**src/rtl/cs_pkg.sv**
```systemverilog
package cs_pkg;

    localparam logic [7:0] CH_SLASH = 8'h2F;
    localparam logic [7:0] CH_STAR  = 8'h2A;

    typedef enum logic [2:0] {
        MODE_NORMAL     = 3'd0,
        MODE_SLASH      = 3'd1,
        MODE_LINE       = 3'd2,
        MODE_BLOCK      = 3'd3,
        MODE_BLOCK_STAR = 3'd4
    } t_scan_mode;

    // One kept character or one line end.
    typedef struct packed {
        logic [7:0] out_char;
        logic       out_line_end;
    } t_result;

    // What one input word asks of the emitter: one result, or two when two is set.
    typedef struct packed {
        logic    two;
        t_result r0;
        t_result r1;
    } t_cmd;

endpackage

```
**src/rtl/cs_if.sv**
```systemverilog
interface cs_in_if;
    logic       valid;
    logic       ready;
    logic [7:0] symbol;
    logic       line_break;

    modport source (output valid, output symbol, output line_break, input ready);
    modport sink   (input valid, input symbol, input line_break, output ready);
endinterface

interface cs_out_if;
    logic       valid;
    logic       ready;
    logic [7:0] out_char;
    logic       out_line_end;
    logic       last;

    modport source (output valid, output out_char, output out_line_end, output last,
                    input ready);
    modport sink   (input valid, input out_char, input out_line_end, input last,
                    output ready);
endinterface

```
**src/rtl/cs_front.sv**
```systemverilog
module cs_front
    import cs_pkg::*;
(
    input  logic   i_clk,
    input  logic   i_rst_n,
    cs_in_if.sink  i_in,
    input  logic   i_full,
    output logic   o_push,
    output t_cmd   o_cmd
);

    t_scan_mode r_mode, n_mode;
    logic       r_lht, n_lht;
    logic       has;
    logic       accept;
    logic [7:0] ch;
    logic       brk;

    assign i_in.ready = !i_full;
    assign accept     = i_in.valid && !i_full;
    assign ch         = i_in.symbol;
    assign brk        = i_in.line_break;

    always_ff @(posedge i_clk) begin
        if (!i_rst_n) begin
            r_mode <= MODE_NORMAL;
            r_lht  <= 1'b0;
        end else if (accept) begin
            r_mode <= n_mode;
            r_lht  <= n_lht;
        end
    end

    always_comb begin
        n_mode = r_mode;
        n_lht  = r_lht;
        has    = 1'b0;
        o_cmd  = '0;
        case (r_mode)
            MODE_SLASH: begin
                if (!brk && ch == CH_SLASH) begin
                    n_mode = MODE_LINE;
                end else if (!brk && ch == CH_STAR) begin
                    n_mode = MODE_BLOCK;
                end else begin
                    // The held slash goes out first, then the word itself as a character or a line end.
                    has                   = 1'b1;
                    o_cmd.two             = 1'b1;
                    o_cmd.r0.out_char     = CH_SLASH;
                    n_mode                = MODE_NORMAL;
                    if (brk) begin
                        o_cmd.r1.out_line_end = 1'b1;
                        n_lht                 = 1'b0;
                    end else begin
                        o_cmd.r1.out_char = ch;
                        n_lht             = 1'b1;
                    end
                end
            end
            MODE_LINE: begin
                if (brk) begin
                    n_mode = MODE_NORMAL;
                    if (r_lht) begin
                        has                   = 1'b1;
                        o_cmd.r0.out_line_end = 1'b1;
                        n_lht                 = 1'b0;
                    end
                end
            end
            MODE_BLOCK: begin
                if (!brk && ch == CH_STAR) begin
                    n_mode = MODE_BLOCK_STAR;
                end
            end
            MODE_BLOCK_STAR: begin
                if (brk) begin
                    n_mode = MODE_BLOCK;
                end else if (ch == CH_SLASH) begin
                    n_mode = MODE_NORMAL;
                end else if (ch != CH_STAR) begin
                    n_mode = MODE_BLOCK;
                end
            end
            default: begin
                n_mode = MODE_NORMAL;
                if (brk) begin
                    if (r_lht) begin
                        has                   = 1'b1;
                        o_cmd.r0.out_line_end = 1'b1;
                        n_lht                 = 1'b0;
                    end
                end else if (ch == CH_SLASH) begin
                    n_mode = MODE_SLASH;
                end else begin
                    has               = 1'b1;
                    o_cmd.r0.out_char = ch;
                    n_lht             = 1'b1;
                end
            end
        endcase
    end

    assign o_push = accept && has;

endmodule

```
**src/rtl/cs_queue.sv**
```systemverilog
module cs_queue
    import cs_pkg::*;
#(
    parameter int DEPTH = 4
) (
    input  logic i_clk,
    input  logic i_rst_n,
    input  logic i_push,
    input  t_cmd i_cmd,
    input  logic i_pop,
    output t_cmd o_cmd,
    output logic o_empty,
    output logic o_full
);

    localparam int PW = (DEPTH > 1) ? $clog2(DEPTH) : 1;
    localparam int CW = $clog2(DEPTH + 1);

    t_cmd          r_mem [DEPTH];
    logic [PW-1:0] r_wr, r_rd;
    logic [CW-1:0] r_cnt;
    logic          do_push, do_pop;

    assign o_empty = (r_cnt == '0);
    assign o_full  = (r_cnt == CW'(DEPTH));
    assign do_push = i_push && !o_full;
    assign do_pop  = i_pop && !o_empty;
    assign o_cmd   = r_mem[r_rd];

    always_ff @(posedge i_clk) begin
        if (do_push) begin
            r_mem[r_wr] <= i_cmd;
        end
    end

    always_ff @(posedge i_clk) begin
        if (!i_rst_n) begin
            r_wr  <= '0;
            r_rd  <= '0;
            r_cnt <= '0;
        end else begin
            if (do_push) begin
                r_wr <= (r_wr == PW'(DEPTH - 1)) ? '0 : r_wr + 1'b1;
            end
            if (do_pop) begin
                r_rd <= (r_rd == PW'(DEPTH - 1)) ? '0 : r_rd + 1'b1;
            end
            if (do_push && !do_pop) begin
                r_cnt <= r_cnt + 1'b1;
            end else if (do_pop && !do_push) begin
                r_cnt <= r_cnt - 1'b1;
            end
        end
    end

endmodule

```
**src/rtl/cs_back.sv**
```systemverilog
module cs_back
    import cs_pkg::*;
(
    input  logic     i_clk,
    input  logic     i_rst_n,
    input  t_cmd     i_cmd,
    input  logic     i_empty,
    output logic     o_pop,
    cs_out_if.source o_out
);

    logic    r_valid;
    logic    r_second;
    t_result r_res;
    logic    r_last;
    logic    load;
    t_result sel;
    logic    sel_last;

    assign load = !i_empty && (!r_valid || o_out.ready);

    always_comb begin
        if (i_cmd.two && !r_second) begin
            sel      = i_cmd.r0;
            sel_last = 1'b0;
        end else if (i_cmd.two) begin
            sel      = i_cmd.r1;
            sel_last = 1'b1;
        end else begin
            sel      = i_cmd.r0;
            sel_last = 1'b1;
        end
    end

    assign o_pop = load && sel_last;

    always_ff @(posedge i_clk) begin
        if (!i_rst_n) begin
            r_valid  <= 1'b0;
            r_second <= 1'b0;
        end else begin
            if (load) begin
                r_valid  <= 1'b1;
                r_second <= !sel_last;
            end else if (o_out.ready) begin
                r_valid <= 1'b0;
            end
        end
    end

    always_ff @(posedge i_clk) begin
        if (load) begin
            r_res  <= sel;
            r_last <= sel_last;
        end
    end

    assign o_out.valid        = r_valid;
    assign o_out.out_char     = r_res.out_char;
    assign o_out.out_line_end = r_res.out_line_end;
    assign o_out.last         = r_last;

endmodule

```
**src/rtl/comment_stripper_core.sv**
```systemverilog
// Channel | Dir | Payload                          | Handshake
// i_in    | in  | symbol[7:0], line_break          | valid / ready
// o_out   | out | out_char[7:0], out_line_end, last | valid / ready
//
// One input word is accepted per cycle while the command queue has room.
// Each word yields zero, one or two result words; the emitter sends one
// result word per cycle while o_out.ready allows, so a word that yields
// two is sent as two result words in turn. An accepted word's command is
// written into the queue first, then loaded into the output register.
// Reset (i_rst_n low at a clock edge) returns the scanner to normal text
// and empties the queue and the output register.
// Either side may stall freely: the queue decouples scanner from emitter.
module comment_stripper_core
    import cs_pkg::*;
#(
    parameter int QUEUE_DEPTH = 4
) (
    input  logic     i_clk,
    input  logic     i_rst_n,
    cs_in_if.sink    i_in,
    cs_out_if.source o_out
);

    // Scanner side: classifies each word and decides what must be emitted.
    logic push;
    t_cmd push_cmd;
    logic full;

    // Emitter side: pulls commands and drives the output register.
    logic pop;
    t_cmd head_cmd;
    logic empty;

    cs_front u_front (
        .i_clk   (i_clk),
        .i_rst_n (i_rst_n),
        .i_in    (i_in),
        .i_full  (full),
        .o_push  (push),
        .o_cmd   (push_cmd)
    );

    // The queue holds whole commands, so a two-result word never splits.
    cs_queue #(
        .DEPTH (QUEUE_DEPTH)
    ) u_queue (
        .i_clk   (i_clk),
        .i_rst_n (i_rst_n),
        .i_push  (push),
        .i_cmd   (push_cmd),
        .i_pop   (pop),
        .o_cmd   (head_cmd),
        .o_empty (empty),
        .o_full  (full)
    );

    cs_back u_back (
        .i_clk   (i_clk),
        .i_rst_n (i_rst_n),
        .i_cmd   (head_cmd),
        .i_empty (empty),
        .o_pop   (pop),
        .o_out   (o_out)
    );

endmodule

```
**src/flat_wrapper.sv**
```systemverilog
// flat-port wrapper written by rule: the top's interface ports become plain ports
module comment_stripper_core_flat import cs_pkg::*;
#(
    parameter int QUEUE_DEPTH = 4
)
  (i_clk, i_rst_n, i_in_valid, i_in_symbol, i_in_line_break, i_in_ready, o_out_valid, o_out_out_char, o_out_out_line_end, o_out_last, o_out_ready);
  cs_in_if i_in_i ();
  cs_out_if o_out_i ();
  input  logic i_clk;
  input  logic i_rst_n;
  input wire logic [$bits(i_in_i.valid)-1:0] i_in_valid;
  input wire logic [$bits(i_in_i.symbol)-1:0] i_in_symbol;
  input wire logic [$bits(i_in_i.line_break)-1:0] i_in_line_break;
  output wire logic [$bits(i_in_i.ready)-1:0] i_in_ready;
  output wire logic [$bits(o_out_i.valid)-1:0] o_out_valid;
  output wire logic [$bits(o_out_i.out_char)-1:0] o_out_out_char;
  output wire logic [$bits(o_out_i.out_line_end)-1:0] o_out_out_line_end;
  output wire logic [$bits(o_out_i.last)-1:0] o_out_last;
  input wire logic [$bits(o_out_i.ready)-1:0] o_out_ready;
  assign i_in_i.valid = i_in_valid;
  assign i_in_i.symbol = i_in_symbol;
  assign i_in_i.line_break = i_in_line_break;
  assign i_in_ready = i_in_i.ready;
  assign o_out_valid = o_out_i.valid;
  assign o_out_out_char = o_out_i.out_char;
  assign o_out_out_line_end = o_out_i.out_line_end;
  assign o_out_last = o_out_i.last;
  assign o_out_i.ready = o_out_ready;
  comment_stripper_core #(.QUEUE_DEPTH(QUEUE_DEPTH)) u_core (.i_clk(i_clk), .i_rst_n(i_rst_n), .i_in(i_in_i), .o_out(o_out_i));
endmodule
```
**config.mk**
```make
export PLATFORM = sky130hd
export DESIGN_NAME = comment_stripper_core_flat
export DESIGN_NICKNAME = d
export VERILOG_FILES = /design/src/rtl/cs_pkg.sv /design/src/rtl/cs_if.sv /design/src/rtl/cs_front.sv /design/src/rtl/cs_queue.sv /design/src/rtl/cs_back.sv /design/src/rtl/comment_stripper_core.sv /design/src/flat_wrapper.sv
export SDC_FILE = /design/constraint.sdc
export NUM_CORES = 1
export LEC_CHECK = 0
export ABC_AREA = 1
export BUFFER_PORTS_ARGS = -buffer_cell sky130_fd_sc_hd__buf_2
export CELL_PAD_IN_SITES_DETAIL_PLACEMENT = 1
export CELL_PAD_IN_SITES_GLOBAL_PLACEMENT = 1
export CORE_ASPECT_RATIO = 1.1
export CORE_UTILIZATION = 40
export DETAILED_ROUTE_END_ITERATION = 7
export GPL_ROUTABILITY_DRIVEN = 0
export PLACE_DENSITY_LB_ADDON = 0.1
export SKIP_LAST_GASP = 1
export SYNTH_ARGS = -nofsm -noshare
export SYNTH_HDL_FRONTEND = slang
export SYNTH_HIERARCHICAL = 1
export SYNTH_SLANG_ARGS = --single-unit
```
**constraint.sdc**
```tcl
create_clock -name i_clk -period 4.39 [get_ports i_clk]
set_input_delay 1.0975 -clock i_clk [delete_from_list [all_inputs] [get_ports i_clk]]
set_output_delay 1.0975 -clock i_clk [all_outputs]
set_load 0.03 [all_outputs]
```
==> results of run 1 <==
==> layout by cell type, fill, tap and decap left out, types with 8 or more instances in the layout <==
master and instances:
sky130_fd_sc_hd__buf_4 8, sky130_fd_sc_hd__o22ai_1 19, sky130_fd_sc_hd__nand3_1 16, sky130_fd_sc_hd__o21ai_0 40, sky130_fd_sc_hd__inv_2 14, sky130_fd_sc_hd__nand2_1 60, sky130_fd_sc_hd__buf_2 24, sky130_fd_sc_hd__inv_1 31
sky130_fd_sc_hd__nor2_1 73, sky130_fd_sc_hd__edfxtp_1 86, sky130_fd_sc_hd__dfxtp_1 15, sky130_fd_sc_hd__clkbuf_16 9
==> metal layers <==
metal | vias up | global-route usage | wire, um
met5 | - | 0 | 0
met4 | 0 | 0.0667 | 112
met3 | 9 | 0.0417 | 259
met2 | 40 | 0.332 | 5270
met1 | 1478 | 0.246 | 4700
li1 | 1493 | - | -
==> state kept, by name, summed over array words and instances (netlist names), 2 cells and up, named ones only <==
name and flops:
u_core/u_back/o_out.out_char 8, u_core/u_front/r_mode 3, u_core/u_queue/r_cnt 3, u_core/u_queue/r_mem 76, u_core/u_queue/r_rd 2, u_core/u_queue/r_wr 2
==> layout make-up <==
cell class | instances | area (um^2)
Fill cell | 1217 | 5890
Sequential cell | 101 | 2880
Multi-Input combinational cell | 260 | 1370
Clock buffer | 9 | 225
Tap cell | 147 | 184
Timing Repair Buffer | 32 | 180
Inverter | 45 | 169
Clock inverter | 7 | 65.1
==> worst register-to-register path: cells and delay by family (launching register included) <==
| family | cells | cell delay [ns] |
|---|---|---|
| AO/OA/AOI/OAI | 2 | 0.31 |
| flip-flops | 1 | 0.32 |
| adder cells (fa/ha/maj) | 2 | 0.63 |
| buffers and inverters | 6 | 0.97 |
| AND/OR/NAND/NOR | 7 | 0.60 |
==> report_power, final <==
part           total (uW)  internal [uW]  switching [uW]
sequential           1370           1290            81.8
combinational        1210            349             857
clock                 776            439             337
total                3350           2070            1280
==> logic make-up after synthesis <==
group                    after synthesis  synth area share
buffers and inverters                 58            0.0634
AO/OA/AOI/OAI                         71            0.0888
flip-flops                           101             0.635
adder cells (fa/ha/maj)                7            0.0210
AND/OR/NAND/NOR                      182             0.192
==> final timing paths <==
check | start | endpoint | slack (ns) | cells after the start
setup / recovery | i_in_line_break | u_core/u_queue/r_cnt[2]$_SDFFE_PN0P_ | 1.35 | 16
hold / removal | u_core/u_front/r_lht$_SDFFE_PN0P_ | u_core/u_front/r_lht$_SDFFE_PN0P_ | 0.50 | 2
hold reg to reg | u_core/u_front/r_lht$_SDFFE_PN0P_ | u_core/u_front/r_lht$_SDFFE_PN0P_ | 0.50 | 2
setup reg to reg | flop | u_core/u_queue/r_cnt[2]$_SDFFE_PN0P_ | 1.48 | 17
==> per-stage QoR <==
| step | cell area, um^2 | util | total power, uW |
|---|---|---|---|
| 2_1_floorplan | 4540 | - | 2300 |
| 3_3_place_gp | 4780 | 0.436 | 2570 |
| 3_5_place_dp | 4780 | 0.436 | 2620 |
| 4_1_cts | 5070 | 0.463 | 3400 |
| 5_1_grt | 5070 | 0.463 | 3590 |
| 6_report | 5070 | 0.463 | 3350 |
==> tab_implementation.tex, run 1 <==
\begin{tabular}{lr}
\hline
Metric & Value \\
\hline
\multicolumn{2}{l}{\textbf{Outcome}} \\
\quad Status & finished, final reports clean \\
\multicolumn{2}{l}{\textbf{Synth}} \\
\quad Per-instance average area after synthesis & around 11 um\^{}2 \\
\quad Post-synth ARST share & 0 \\
\quad Yosys top cell area share & 0.569 \\
\quad Dominant cell type by area after synthesis & sky130\_fd\_sc\_hd\_\_edfxtp\_1 \\
\quad FF+latch count, synth & about 100 \\
\quad Post-Synthesis Cell Area & between 4000 and 5000 um\^{}2 \\
\quad Post-synth cell types & 34 \\
\quad Number of nets produced by synthesis & 439 \\
\quad Most common cell in the synthesized netlist & sky130\_fd\_sc\_hd\_\_edfxtp\_1 \\
\quad Sequential cell area fraction in the yosys report & 0.635 \\
\quad Number of synthesized flops with an enable pin & between 80 and 90 \\
\quad Top cell types by occurrence after synthesis & sky130\_fd\_sc\_hd\_\_edfxtp\_1 (86), sky130\_fd\_sc\_hd\_\_nor2\_1 (73), sky130\_fd\_sc\_hd\_\_nand2\_1 (60), sky130\_fd\_sc\_hd\_\_o21ai\_0 (40), sky130\_fd\_sc\_hd\_\_inv\_1 (31) \\
\quad Number of standard cells after synthesis & 419 \\
\quad Synth Flop Type & sky130\_fd\_sc\_hd\_\_edfxtp\_1 \\
\quad Cells taking the most area after synthesis & sky130\_fd\_sc\_hd\_\_edfxtp\_1 (57\%), sky130\_fd\_sc\_hd\_\_dfxtp\_1 (6.6\%), sky130\_fd\_sc\_hd\_\_nor2\_1 (6.0\%), sky130\_fd\_sc\_hd\_\_nand2\_1 (5.0\%), sky130\_fd\_sc\_hd\_\_o21ai\_0 (4.4\%) \\
\quad Syn. warnings & 6 \\
\multicolumn{2}{l}{\textbf{GRT}} \\
\quad Via count of the first global-routing pass & between 3000 and 4000 \\
\quad Maximum number of pins on one net before global-route repair & 39 \\
\quad Total track usage & 0.194 \\
\quad Antenna violations before repair & 0 \\
\quad First-pass GRT wire length & around 17000 um \\
\quad Remaining global-route overflow & 0 \\
\multicolumn{2}{l}{\textbf{STA}} \\
\quad Fin Setup TNS & 0 ns \\
\quad Unrepaired setup endpoints after global routing & false \\
\quad Worst clock skew & 0.00793 ns \\
\quad Hold Worst Slack & between 0.5 and 0.6 ns \\
\quad Final-report hold violation count & 0 \\
\quad Final slew viol count & 0 \\
\quad Highest attainable clock frequency & approximately 0.33 GHz \\
\quad Transition time at the pin with the least slew margin & 0.698 ns \\
\quad Setup ws final & roughly 1.4 ns \\
\quad Slew HR & 0.531 \\
\quad Final Setup Violations & 0 \\
\quad Final Critical Period & approximately 3.0 ns \\
\quad Fraction of the cycle the final worst path needs & 0.692 \\
\multicolumn{2}{l}{\textbf{Worst setup path}} \\
\quad Buf/Inv on CP & 5 \\
\quad Worst path cell trace & buf\_2, nand2\_1, nor3\_2, a21oi\_1, a21oi\_1, nand2\_2, inv\_1, ha\_1, inv\_1, fa\_1, inv\_1, nand2\_1, nand3\_1, nand2\_1, inv\_1, nor2\_1 \\
\quad Critical Path RT & approximately 4.6 ns \\
\quad Crit path top cell by count & sky130\_fd\_sc\_hd\_\_inv\_1 \\
\quad CP arrival & 3.28 ns \\
\quad CP max FO & 7 \\
\quad Critical setup path kind & input port to flop \\
\quad Cell class contributing the biggest share of worst-path delay & simple AND/OR/NAND/NOR gates \\
\quad Largest stage delay on the critical path & around 0.43 ns \\
\quad Critical-path cell with the highest stage delay & sky130\_fd\_sc\_hd\_\_fa\_1 \\
\quad CP endpoint kind & flop \\
\quad Critical Path Start Type & input port \\
\multicolumn{2}{l}{\textbf{Clock network}} \\
\quad Buffer count from post-CTS setup fixing & 0 \\
\quad TritonCTS clock tree & built \\
\quad Root buf cell & sky130\_fd\_sc\_hd\_\_clkbuf\_16 \\
\quad Gates resized, CTS repair & 0 \\
\quad TritonCTS Sinks & 101 \\
\quad Later-pin clock latency in the skew report & 0.35 ns \\
\quad Maximum buffer depth of the clock tree & 2 \\
\quad Clock-pin slew on the worst setup and hold paths & 0.06 ns \\
\quad Inserted Clock Buffers & 9 \\
\quad Number of levels in the clock H-tree & 3 \\
\quad Quantity of hold-fixing buffers added after cts & 0 \\
\multicolumn{2}{l}{\textbf{Place}} \\
\quad Detailed-placement wirelength estimate & about 6600 um \\
\quad Setup slack at placement & 0.999 ns \\
\quad Port Buf Inserts & 24 \\
\quad Placed cell count & slightly below 600 \\
\multicolumn{2}{l}{\textbf{Final layout}} \\
\quad Number of diodes & 0 \\
\quad Layout net count & around 470 \\
\quad Share of cells above drive strength 1 & 0.194 \\
\quad Layout overhead on the synthesized area & 11.8\% \\
\quad Non-filler cells in the finished layout & approximately 600 \\
\multicolumn{2}{l}{\textbf{Power}} \\
\quad VDD IR-drop max & 0.284 mV \\
\quad Power density normalized to cell area & between 600 and 700 nW/um\^{}2 \\
\quad Leak Pwr & 0.00200 uW \\
\multicolumn{2}{l}{\textbf{Floorplanning}} \\
\quad I/O Pins & 25 \\
\quad Die H & $\sim$110 um \\
\quad Die width & $\sim$100 um \\
\quad Core area & roughly 11000 um\^{}2 \\
\quad Die Footprint & 11800 um\^{}2 \\
\quad Initial standard-cell utilization of the core & 0.414 \\
\quad Number of core rows & 40 \\
\multicolumn{2}{l}{\textbf{Routing}} \\
\quad Antenna-violating nets left & 0 \\
\quad Final routed wirelength across all metal layers & $\sim$10000 um \\
\quad Vias after detailed routing & roughly 3000 \\
\quad Via density per instance & between 5 and 6 \\
\quad Count of unresolved DRC violations after routing & 0 \\
\quad Average wire per cell in the routed design & $\sim$17 um \\
\quad First-pass iteration count of the detailed router & 4 \\
\quad Drt initial violations & around 130 \\
\multicolumn{2}{l}{\textbf{Job}} \\
\quad Max Cap Viol & 0 \\
\multicolumn{2}{l}{\textbf{Worst hold path}} \\
\quad Type of the most critical hold path & flop to flop \\
\hline
\end{tabular}
(Power assumes the default switching activity.)
==> run 2, diff against run 1 <==
Clock period 4.39 ns to 3.13 ns, I/O delays scaled along.
==> run 2 against run 1 <==
  * Count of clock-buffer cells in the layout increased by 1
  * Global-route usage up 0.13 points
  * First-iteration DRC count is 32% higher
  * Register-to-register slack got worse by 0.96 ns
  * Cell count grew 0.83%
  * Critical path depth rose by 3
  * Largest cell class unchanged
  * Die area did not move
  * Non-clock buffer count increased by 5
==> tab_implementation.tex, run 2 (same netlist as run 1, synthesis figures left out) <==
\begin{tabular}{lr}
\hline
Metric & Value \\
\hline
\multicolumn{2}{l}{\textbf{Place}} \\
\quad Setup slack at placement & 0.0638 ns (-0.935 ns) \\
\quad Detailed-placement wirelength estimate & 6960 um (+4.8\%) \\
\quad Port Buf Inserts & 24 (unchanged) \\
\multicolumn{2}{l}{\textbf{Worst setup path}} \\
\quad Critical Path Start Type & input port \\
\quad Reg-to-reg critical path startpoint & u\_core/u\_front/r\_mode[2]\$\_SDFFE\_PN0P\_ \\
\quad CP endpoint kind & flop \\
\quad Critical Path RT & 3.38 ns (-1.26 ns) \\
\quad CP max FO & 7 (unchanged) \\
\quad Endpoint of the lowest-slack register-to-register path & u\_core/u\_queue/r\_cnt[2]\$\_SDFFE\_PN0P\_ \\
\quad Worst reg-to-reg path cell count & 17 (unchanged) \\
\quad Worst reg2reg setup slack & 0.52 ns (-0.96 ns) \\
\quad Critical setup path kind & input port to flop \\
\quad CP arrival & 2.94 ns (-0.34 ns) \\
\quad Worst path cell trace & buf\_2, nand2\_1, nor2\_4, nand2\_1, nand2\_4, inv\_2, a21oi\_1, a21oi\_1, nand2\_2, inv\_1, ha\_1, inv\_1, fa\_1, inv\_1, nand2\_1, nand3\_1, nand2\_1, inv\_1, nor2\_1 \\
\quad Largest stage delay on the critical path & 0.44 ns (about the same) \\
\quad Critical-path cell with the highest stage delay & sky130\_fd\_sc\_hd\_\_fa\_1 \\
\quad Start point of the critical path & i\_in\_symbol[2] \\
\quad Termination of the worst setup path & u\_core/u\_queue/r\_cnt[2]\$\_SDFFE\_PN0P\_ \\
\multicolumn{2}{l}{\textbf{GRT}} \\
\quad Antenna violations before repair & 0 (unchanged) \\
\quad First-pass GRT wire length & 17200 um (+0.44\%) \\
\quad Total track usage & 0.196 (+0.00134) \\
\quad Remaining global-route overflow & 0 (unchanged) \\
\quad Via count of the first global-routing pass & 3277 (+3.5\%) \\
\quad Maximum number of pins on one net before global-route repair & 31 (-21\%) \\
\multicolumn{2}{l}{\textbf{STA}} \\
\quad Highest attainable clock frequency & $\sim$0.37 GHz \\
\quad Final Setup Violations & 0 (unchanged) \\
\quad Setup ws final & 0.441 ns (-0.912 ns) \\
\quad Transition time at the pin with the least slew margin & 0.827 ns (+0.129 ns) \\
\quad Final slew viol count & 0 (unchanged) \\
\quad Fraction of the cycle the final worst path needs & 0.859 \\
\quad Worst clock skew & 0.0136 ns (+0.00564 ns) \\
\quad Final Critical Period & about 2.7 ns \\
\quad Hold Worst Slack & 0.496 ns (-0.00409 ns) \\
\quad Fin Setup TNS & 0 ns (unchanged) \\
\quad Slew HR & 0.444 (-0.0870) \\
\quad Final-report hold violation count & 0 (unchanged) \\
\quad Unrepaired setup endpoints after global routing & false \\
\multicolumn{2}{l}{\textbf{Floorplanning}} \\
\quad Core area & 11000 um\^{}2 (unchanged) \\
\quad Number of core rows & 40 (unchanged) \\
\quad Die H & 114 um (unchanged) \\
\quad I/O Pins & 25 (unchanged) \\
\quad Die Footprint & 11800 um\^{}2 (unchanged) \\
\quad Die width & 104 um (unchanged) \\
\quad Initial standard-cell utilization of the core & 0.414 (unchanged) \\
\multicolumn{2}{l}{\textbf{Clock network}} \\
\quad Quantity of hold-fixing buffers added after cts & 0 (unchanged) \\
\quad Clock-pin slew on the worst setup and hold paths & 0.06 ns (about the same) \\
\quad Buffer count from post-CTS setup fixing & 0 (unchanged) \\
\quad Gates resized, CTS repair & 0 (unchanged) \\
\quad Number of levels in the clock H-tree & 3 (unchanged) \\
\quad Root buf cell & sky130\_fd\_sc\_hd\_\_clkbuf\_16 \\
\quad Inserted Clock Buffers & 9 (unchanged) \\
\quad TritonCTS Sinks & 101 (unchanged) \\
\quad Maximum buffer depth of the clock tree & 2 (unchanged) \\
\quad TritonCTS clock tree & built \\
\quad Later-pin clock latency in the skew report & 0.36 ns (about the same) \\
\multicolumn{2}{l}{\textbf{Final layout}} \\
\quad Footprint of the flip-flops and latches & 2880 um\^{}2 (unchanged) \\
\quad Layout overhead on the synthesized area & 13.2\% \\
\quad Layout net count & 474 (+1.1\%) \\
\quad Area of the multi-input gates & 1370 um\^{}2 (unchanged) \\
\quad Final standard cell utilization of the core & 0.469 (+0.00582) \\
\quad Number of diodes & 0 (unchanged) \\
\quad Most common cell after layout, fill and taps aside & sky130\_fd\_sc\_hd\_\_edfxtp\_1 \\
\quad Number of flip-flops under the largest register name & 76 (unchanged) \\
\quad Reg with most FFs & u\_core/u\_queue/r\_mem \\
\quad Share of cells above drive strength 1 & 0.205 (+0.0110) \\
\quad Commonest cells after routing, fill and taps aside & sky130\_fd\_sc\_hd\_\_edfxtp\_1 (86), sky130\_fd\_sc\_hd\_\_nor2\_1 (73), sky130\_fd\_sc\_hd\_\_nand2\_1 (60) \\
\quad Layout fillers & 1203 (-1.2\%) \\
\multicolumn{2}{l}{\textbf{Worst hold path}} \\
\quad Type of the most critical hold path & flop to flop \\
\quad HP Start & u\_core/u\_front/r\_lht\$\_SDFFE\_PN0P\_ \\
\quad Hold Path Cell Cnt & 2 (unchanged) \\
\multicolumn{2}{l}{\textbf{Job}} \\
\quad Max Cap Viol & 0 (unchanged) \\
\multicolumn{2}{l}{\textbf{Routing}} \\
\quad Final routed wirelength across all metal layers & 10500 um (+1.9\%) \\
\quad Count of unresolved DRC violations after routing & 0 (unchanged) \\
\quad Antenna-violating nets left & 0 (unchanged) \\
\quad Via density per instance & 5.03 (+0.19\%) \\
\quad Drt initial violations & 174 (+32\%) \\
\quad Average wire per cell in the routed design & 17.4 um (+1.1\%) \\
\quad Vias after detailed routing & 3051 (+1.0\%) \\
\quad First-pass iteration count of the detailed router & 4 (unchanged) \\
\multicolumn{2}{l}{\textbf{Power}} \\
\quad Power density normalized to cell area & 942 nW/um\^{}2 (+43\%) \\
\quad VDD IR-drop max & 0.344 mV (+21\%) \\
\quad Leak Pwr & 0.00204 uW (+1.8\%) \\
\multicolumn{2}{l}{\textbf{Outcome}} \\
\quad Status & finished, final reports clean \\
\hline
\end{tabular}
[run 2: cell types whose count changed in the layout (fill, tap and decap cells not counted)]
cell	delta
sky130_fd_sc_hd__buf_4	+5
sky130_fd_sc_hd__clkinv_1	-2
sky130_fd_sc_hd__bufinv_16	+1
sky130_fd_sc_hd__clkbuf_1	+1
sky130_fd_sc_hd__clkinv_4	+1
sky130_fd_sc_hd__inv_6	-1
[run 2: area by class of cell]
| class | count | area share |
|---|---|---|
| clock inverter | 6 | 0.0170 |
| timing repair buffer | 37 | 0.0424 |
| multi-input combinational | 260 | 0.266 |
| tap | 147 | 0.0358 |
| sequential | 101 | 0.561 |
| inverter | 45 | 0.0329 |
| clock buffer | 10 | 0.0446 |
[run 2: where the power goes]
part           leakage [uW]  internal, uW  switching, uW
registers          0.000926          1800            110
logic              0.000954           515           1220
clock network      0.000156           701            493
[run 2: how the worst min path moves through the flow]
stage | slack (ns) | to
floorplan | 0.45 | u_core/u_front/r_lht$_SDFFE_PN0P_
detailed placement | 0.49 | u_core/u_front/r_lht$_SDFFE_PN0P_
global route | 0.55 | u_core/u_front/r_lht$_SDFFE_PN0P_
CTS | 0.50 | u_core/u_front/r_lht$_SDFFE_PN0P_
finish | 0.50 | u_core/u_front/r_lht$_SDFFE_PN0P_
global placement | 0.47 | u_core/u_front/r_lht$_SDFFE_PN0P_
[run 2: worst max-delay path, delay by kind of cell]
kind            cells  cell delay [ns]
simple gates        9             0.76
buf+inv             6             0.48
fa+ha+maj           2             0.61
compound gates      2             0.31
[run 2: routing by layer]
metal / global-route usage / wire length, um
met1: 0.246 / 4640
met2: 0.340 / 5330
met3: 0.0274 / 390
met4: 0.0841 / 170
met5: 0 / 0
[run 2: stage by stage]
stage	instances	total power (uW)	area, um^2
after detailed placement	590	3700	4820
final	606	4840	5140
after CTS	606	4900	5140
after global routing	606	5150	5140
after global placement	590	3650	4820
after floorplan	419	3220	4540
==> run 3, diff against run 2 <==
Settings changed: MAX_ROUTING_LAYER set to met4, SLEW_MARGIN set to 20.
==> run 3 against run 2 <==
  * Setup slack improved by 0.0027 ns
  * Sequential cell count unchanged
  * Critical path type unchanged
  * Count of clock-buffer cells in the layout unchanged
==> tab_implementation.tex, run 3 (same netlist as run 1, synthesis figures left out) <==
\begin{tabular}{lr}
\hline
Metric & Value \\
\hline
\multicolumn{2}{l}{\textbf{GRT}} \\
\quad Total track usage & 0.202 (+0.00605) \\
\quad Via count of the first global-routing pass & 3274 (-0.092\%) \\
\quad Maximum number of pins on one net before global-route repair & 31 (unchanged) \\
\quad Antenna violations before repair & 0 (unchanged) \\
\quad Remaining global-route overflow & 0 (unchanged) \\
\quad First-pass GRT wire length & 17200 um (about the same) \\
\multicolumn{2}{l}{\textbf{Final layout}} \\
\quad Most common cell after layout, fill and taps aside & sky130\_fd\_sc\_hd\_\_edfxtp\_1 \\
\quad Share of cells above drive strength 1 & 0.205 (unchanged) \\
\quad Layout net count & 474 (unchanged) \\
\quad Commonest cells after routing, fill and taps aside & sky130\_fd\_sc\_hd\_\_edfxtp\_1 (86), sky130\_fd\_sc\_hd\_\_nor2\_1 (73), sky130\_fd\_sc\_hd\_\_nand2\_1 (60) \\
\quad Final std cell area, no fill & 5140 um\^{}2 (unchanged) \\
\quad Layout overhead on the synthesized area & 13.2\% (unchanged) \\
\quad Number of diodes & 0 (unchanged) \\
\quad Reg with most FFs & u\_core/u\_queue/r\_mem \\
\quad Number of flip-flops under the largest register name & 76 (unchanged) \\
\multicolumn{2}{l}{\textbf{Worst setup path}} \\
\quad Critical Path Start Type & input port \\
\quad CP endpoint kind & flop \\
\quad CP arrival & 2.94 ns (about the same) \\
\quad Critical Path RT & 3.38 ns (about the same) \\
\quad Critical setup path kind & input port to flop \\
\quad CP max FO & 7 (unchanged) \\
\multicolumn{2}{l}{\textbf{Routing}} \\
\quad Final routed wirelength across all metal layers & 10500 um (-0.35\%) \\
\quad Average wire per cell in the routed design & 17.3 um (-0.35\%) \\
\quad Drt initial violations & 180 (+3.4\%) \\
\quad Via density per instance & 5.00 (-0.72\%) \\
\quad Vias after detailed routing & 3029 (-0.72\%) \\
\quad Antenna-violating nets left & 0 (unchanged) \\
\quad Count of unresolved DRC violations after routing & 0 (unchanged) \\
\quad First-pass iteration count of the detailed router & 5 (+1) \\
\multicolumn{2}{l}{\textbf{STA}} \\
\quad Transition time at the pin with the least slew margin & 0.767 ns (-0.0601 ns) \\
\quad Fin Setup TNS & 0 ns (unchanged) \\
\quad Final Critical Period & 2.69 ns (-0.00266 ns) \\
\quad Slew HR & 0.484 (+0.0404) \\
\quad Final slew viol count & 0 (unchanged) \\
\quad Fraction of the cycle the final worst path needs & 0.858 (about the same) \\
\quad Worst clock skew & 0.0130 ns (-0.000520 ns) \\
\quad Unrepaired setup endpoints after global routing & false \\
\quad Highest attainable clock frequency & 0.372 GHz (about the same) \\
\quad Final Setup Violations & 0 (unchanged) \\
\quad Setup ws final & 0.444 ns (+0.00266 ns) \\
\quad Final-report hold violation count & 0 (unchanged) \\
\multicolumn{2}{l}{\textbf{Floorplanning}} \\
\quad Die width & 104 um (unchanged) \\
\quad Die Footprint & 11800 um\^{}2 (unchanged) \\
\quad Die H & 114 um (unchanged) \\
\quad I/O Pins & 25 (unchanged) \\
\quad Number of core rows & 40 (unchanged) \\
\quad Initial standard-cell utilization of the core & 0.414 (unchanged) \\
\quad Core area & 11000 um\^{}2 (unchanged) \\
\multicolumn{2}{l}{\textbf{Clock network}} \\
\quad Gates resized, CTS repair & 0 (unchanged) \\
\quad Buffer count from post-CTS setup fixing & 0 (unchanged) \\
\quad TritonCTS Sinks & 101 (unchanged) \\
\quad Later-pin clock latency in the skew report & 0.36 ns (about the same) \\
\quad Quantity of hold-fixing buffers added after cts & 0 (unchanged) \\
\quad Inserted Clock Buffers & 9 (unchanged) \\
\quad Number of levels in the clock H-tree & 3 (unchanged) \\
\quad Root buf cell & sky130\_fd\_sc\_hd\_\_clkbuf\_16 \\
\quad Maximum buffer depth of the clock tree & 2 (unchanged) \\
\quad Clock-pin slew on the worst setup and hold paths & 0.06 ns (about the same) \\
\quad TritonCTS clock tree & built \\
\multicolumn{2}{l}{\textbf{Power}} \\
\quad Internal power & 3020 uW (about the same) \\
\quad Total Power Consumption & 4830 uW (about the same) \\
\quad Net load switching power & 1810 uW (-0.23\%) \\
\quad Net switching share of the total power & 0.375 (-0.000552) \\
\quad Clock power share & 0.247 (about the same) \\
\quad Leak Pwr & 0.00204 uW (unchanged) \\
\quad Combinational share of power & 0.357 (about the same) \\
\quad Power density normalized to cell area & 941 nW/um\^{}2 (about the same) \\
\quad VDD IR-drop max & 0.345 mV (+0.21\%) \\
\quad Power share of the sequential group & 0.396 (about the same) \\
\multicolumn{2}{l}{\textbf{Outcome}} \\
\quad Status & finished, final reports clean \\
\multicolumn{2}{l}{\textbf{Place}} \\
\quad Port Buf Inserts & 24 (unchanged) \\
\quad Placed Area & 4820 um\^{}2 (unchanged) \\
\quad Setup slack at placement & 0.0638 ns (unchanged) \\
\quad Detailed-placement wirelength estimate & 6960 um (unchanged) \\
\multicolumn{2}{l}{\textbf{Worst hold path}} \\
\quad Type of the most critical hold path & flop to flop \\
\multicolumn{2}{l}{\textbf{Job}} \\
\quad Max Cap Viol & 0 (unchanged) \\
\hline
\end{tabular}
==> run 3: final timing paths <==
check,from,to,slack (ns),cells past startpoint
min reg2reg,u_core/u_front/r_lht$_SDFFE_PN0P_,u_core/u_front/r_lht$_SDFFE_PN0P_,0.50,2
min,u_core/u_front/r_lht$_SDFFE_PN0P_,u_core/u_front/r_lht$_SDFFE_PN0P_,0.50,2
max,i_in_symbol[2],u_core/u_queue/r_cnt[2]$_SDFFE_PN0P_,0.44,19
max reg2reg,u_core/u_front/r_mode[2]$_SDFFE_PN0P_,u_core/u_queue/r_cnt[2]$_SDFFE_PN0P_,0.52,17
==> run 3: layout make-up <==
class                      count  area (um^2)
tap                          147          184
multi-input combinational    260         1370
inverter                      45          169
clock inverter                 6         87.6
timing repair buffer          37          218
clock buffer                  10          229
sequential                   101         2880
fill                        1203         5820
==> run 3: through the flow <==
| step | hold WS, ns | cells | util |
|---|---|---|---|
| 3_3_place_gp | 0.472 | 590 | 0.440 |
| 6_report | 0.496 | 606 | 0.469 |
| 5_1_grt | 0.547 | 606 | 0.469 |
| 4_1_cts | 0.501 | 606 | 0.469 |
| 3_5_place_dp | 0.486 | 590 | 0.440 |
| 2_1_floorplan | 0.455 | 419 | - |
==> run 3: per-layer routing <==
metal,track usage,share of wire
met1,0.246,0.44
met2,0.340,0.51
met3,0.0274,0.040
met4,0.0841,0.016
met5,-,0
==> run 3: critical path, cell delays in order <==
cell	delay, ns
sky130_fd_sc_hd__buf_2	0.13
sky130_fd_sc_hd__nand2_1	0.11
sky130_fd_sc_hd__nor2_4	0.06
sky130_fd_sc_hd__nand2_1	0.10
sky130_fd_sc_hd__nand2_4	0.08
sky130_fd_sc_hd__inv_2	0.08
sky130_fd_sc_hd__a21oi_1	0.06
sky130_fd_sc_hd__a21oi_1	0.25
sky130_fd_sc_hd__nand2_2	0.15
sky130_fd_sc_hd__inv_1	0.08
sky130_fd_sc_hd__ha_1	0.17
sky130_fd_sc_hd__inv_1	0.08
sky130_fd_sc_hd__fa_1	0.44
sky130_fd_sc_hd__inv_1	0.06
sky130_fd_sc_hd__nand2_1	0.07
sky130_fd_sc_hd__nand3_1	0.10
sky130_fd_sc_hd__nand2_1	0.05
sky130_fd_sc_hd__inv_1	0.05
sky130_fd_sc_hd__nor2_1	0.04
==> run 3: power by group through the flow <==
stage               sequential (uW)  clock (uW)  combinational [uW]
detailed placement             1950           0                1760
global placement               1940           0                1710
global route                   1940        1260                1950
floorplan                      2070           0                1150
CTS                            1920        1210                1770
finish                         1910        1190                1730
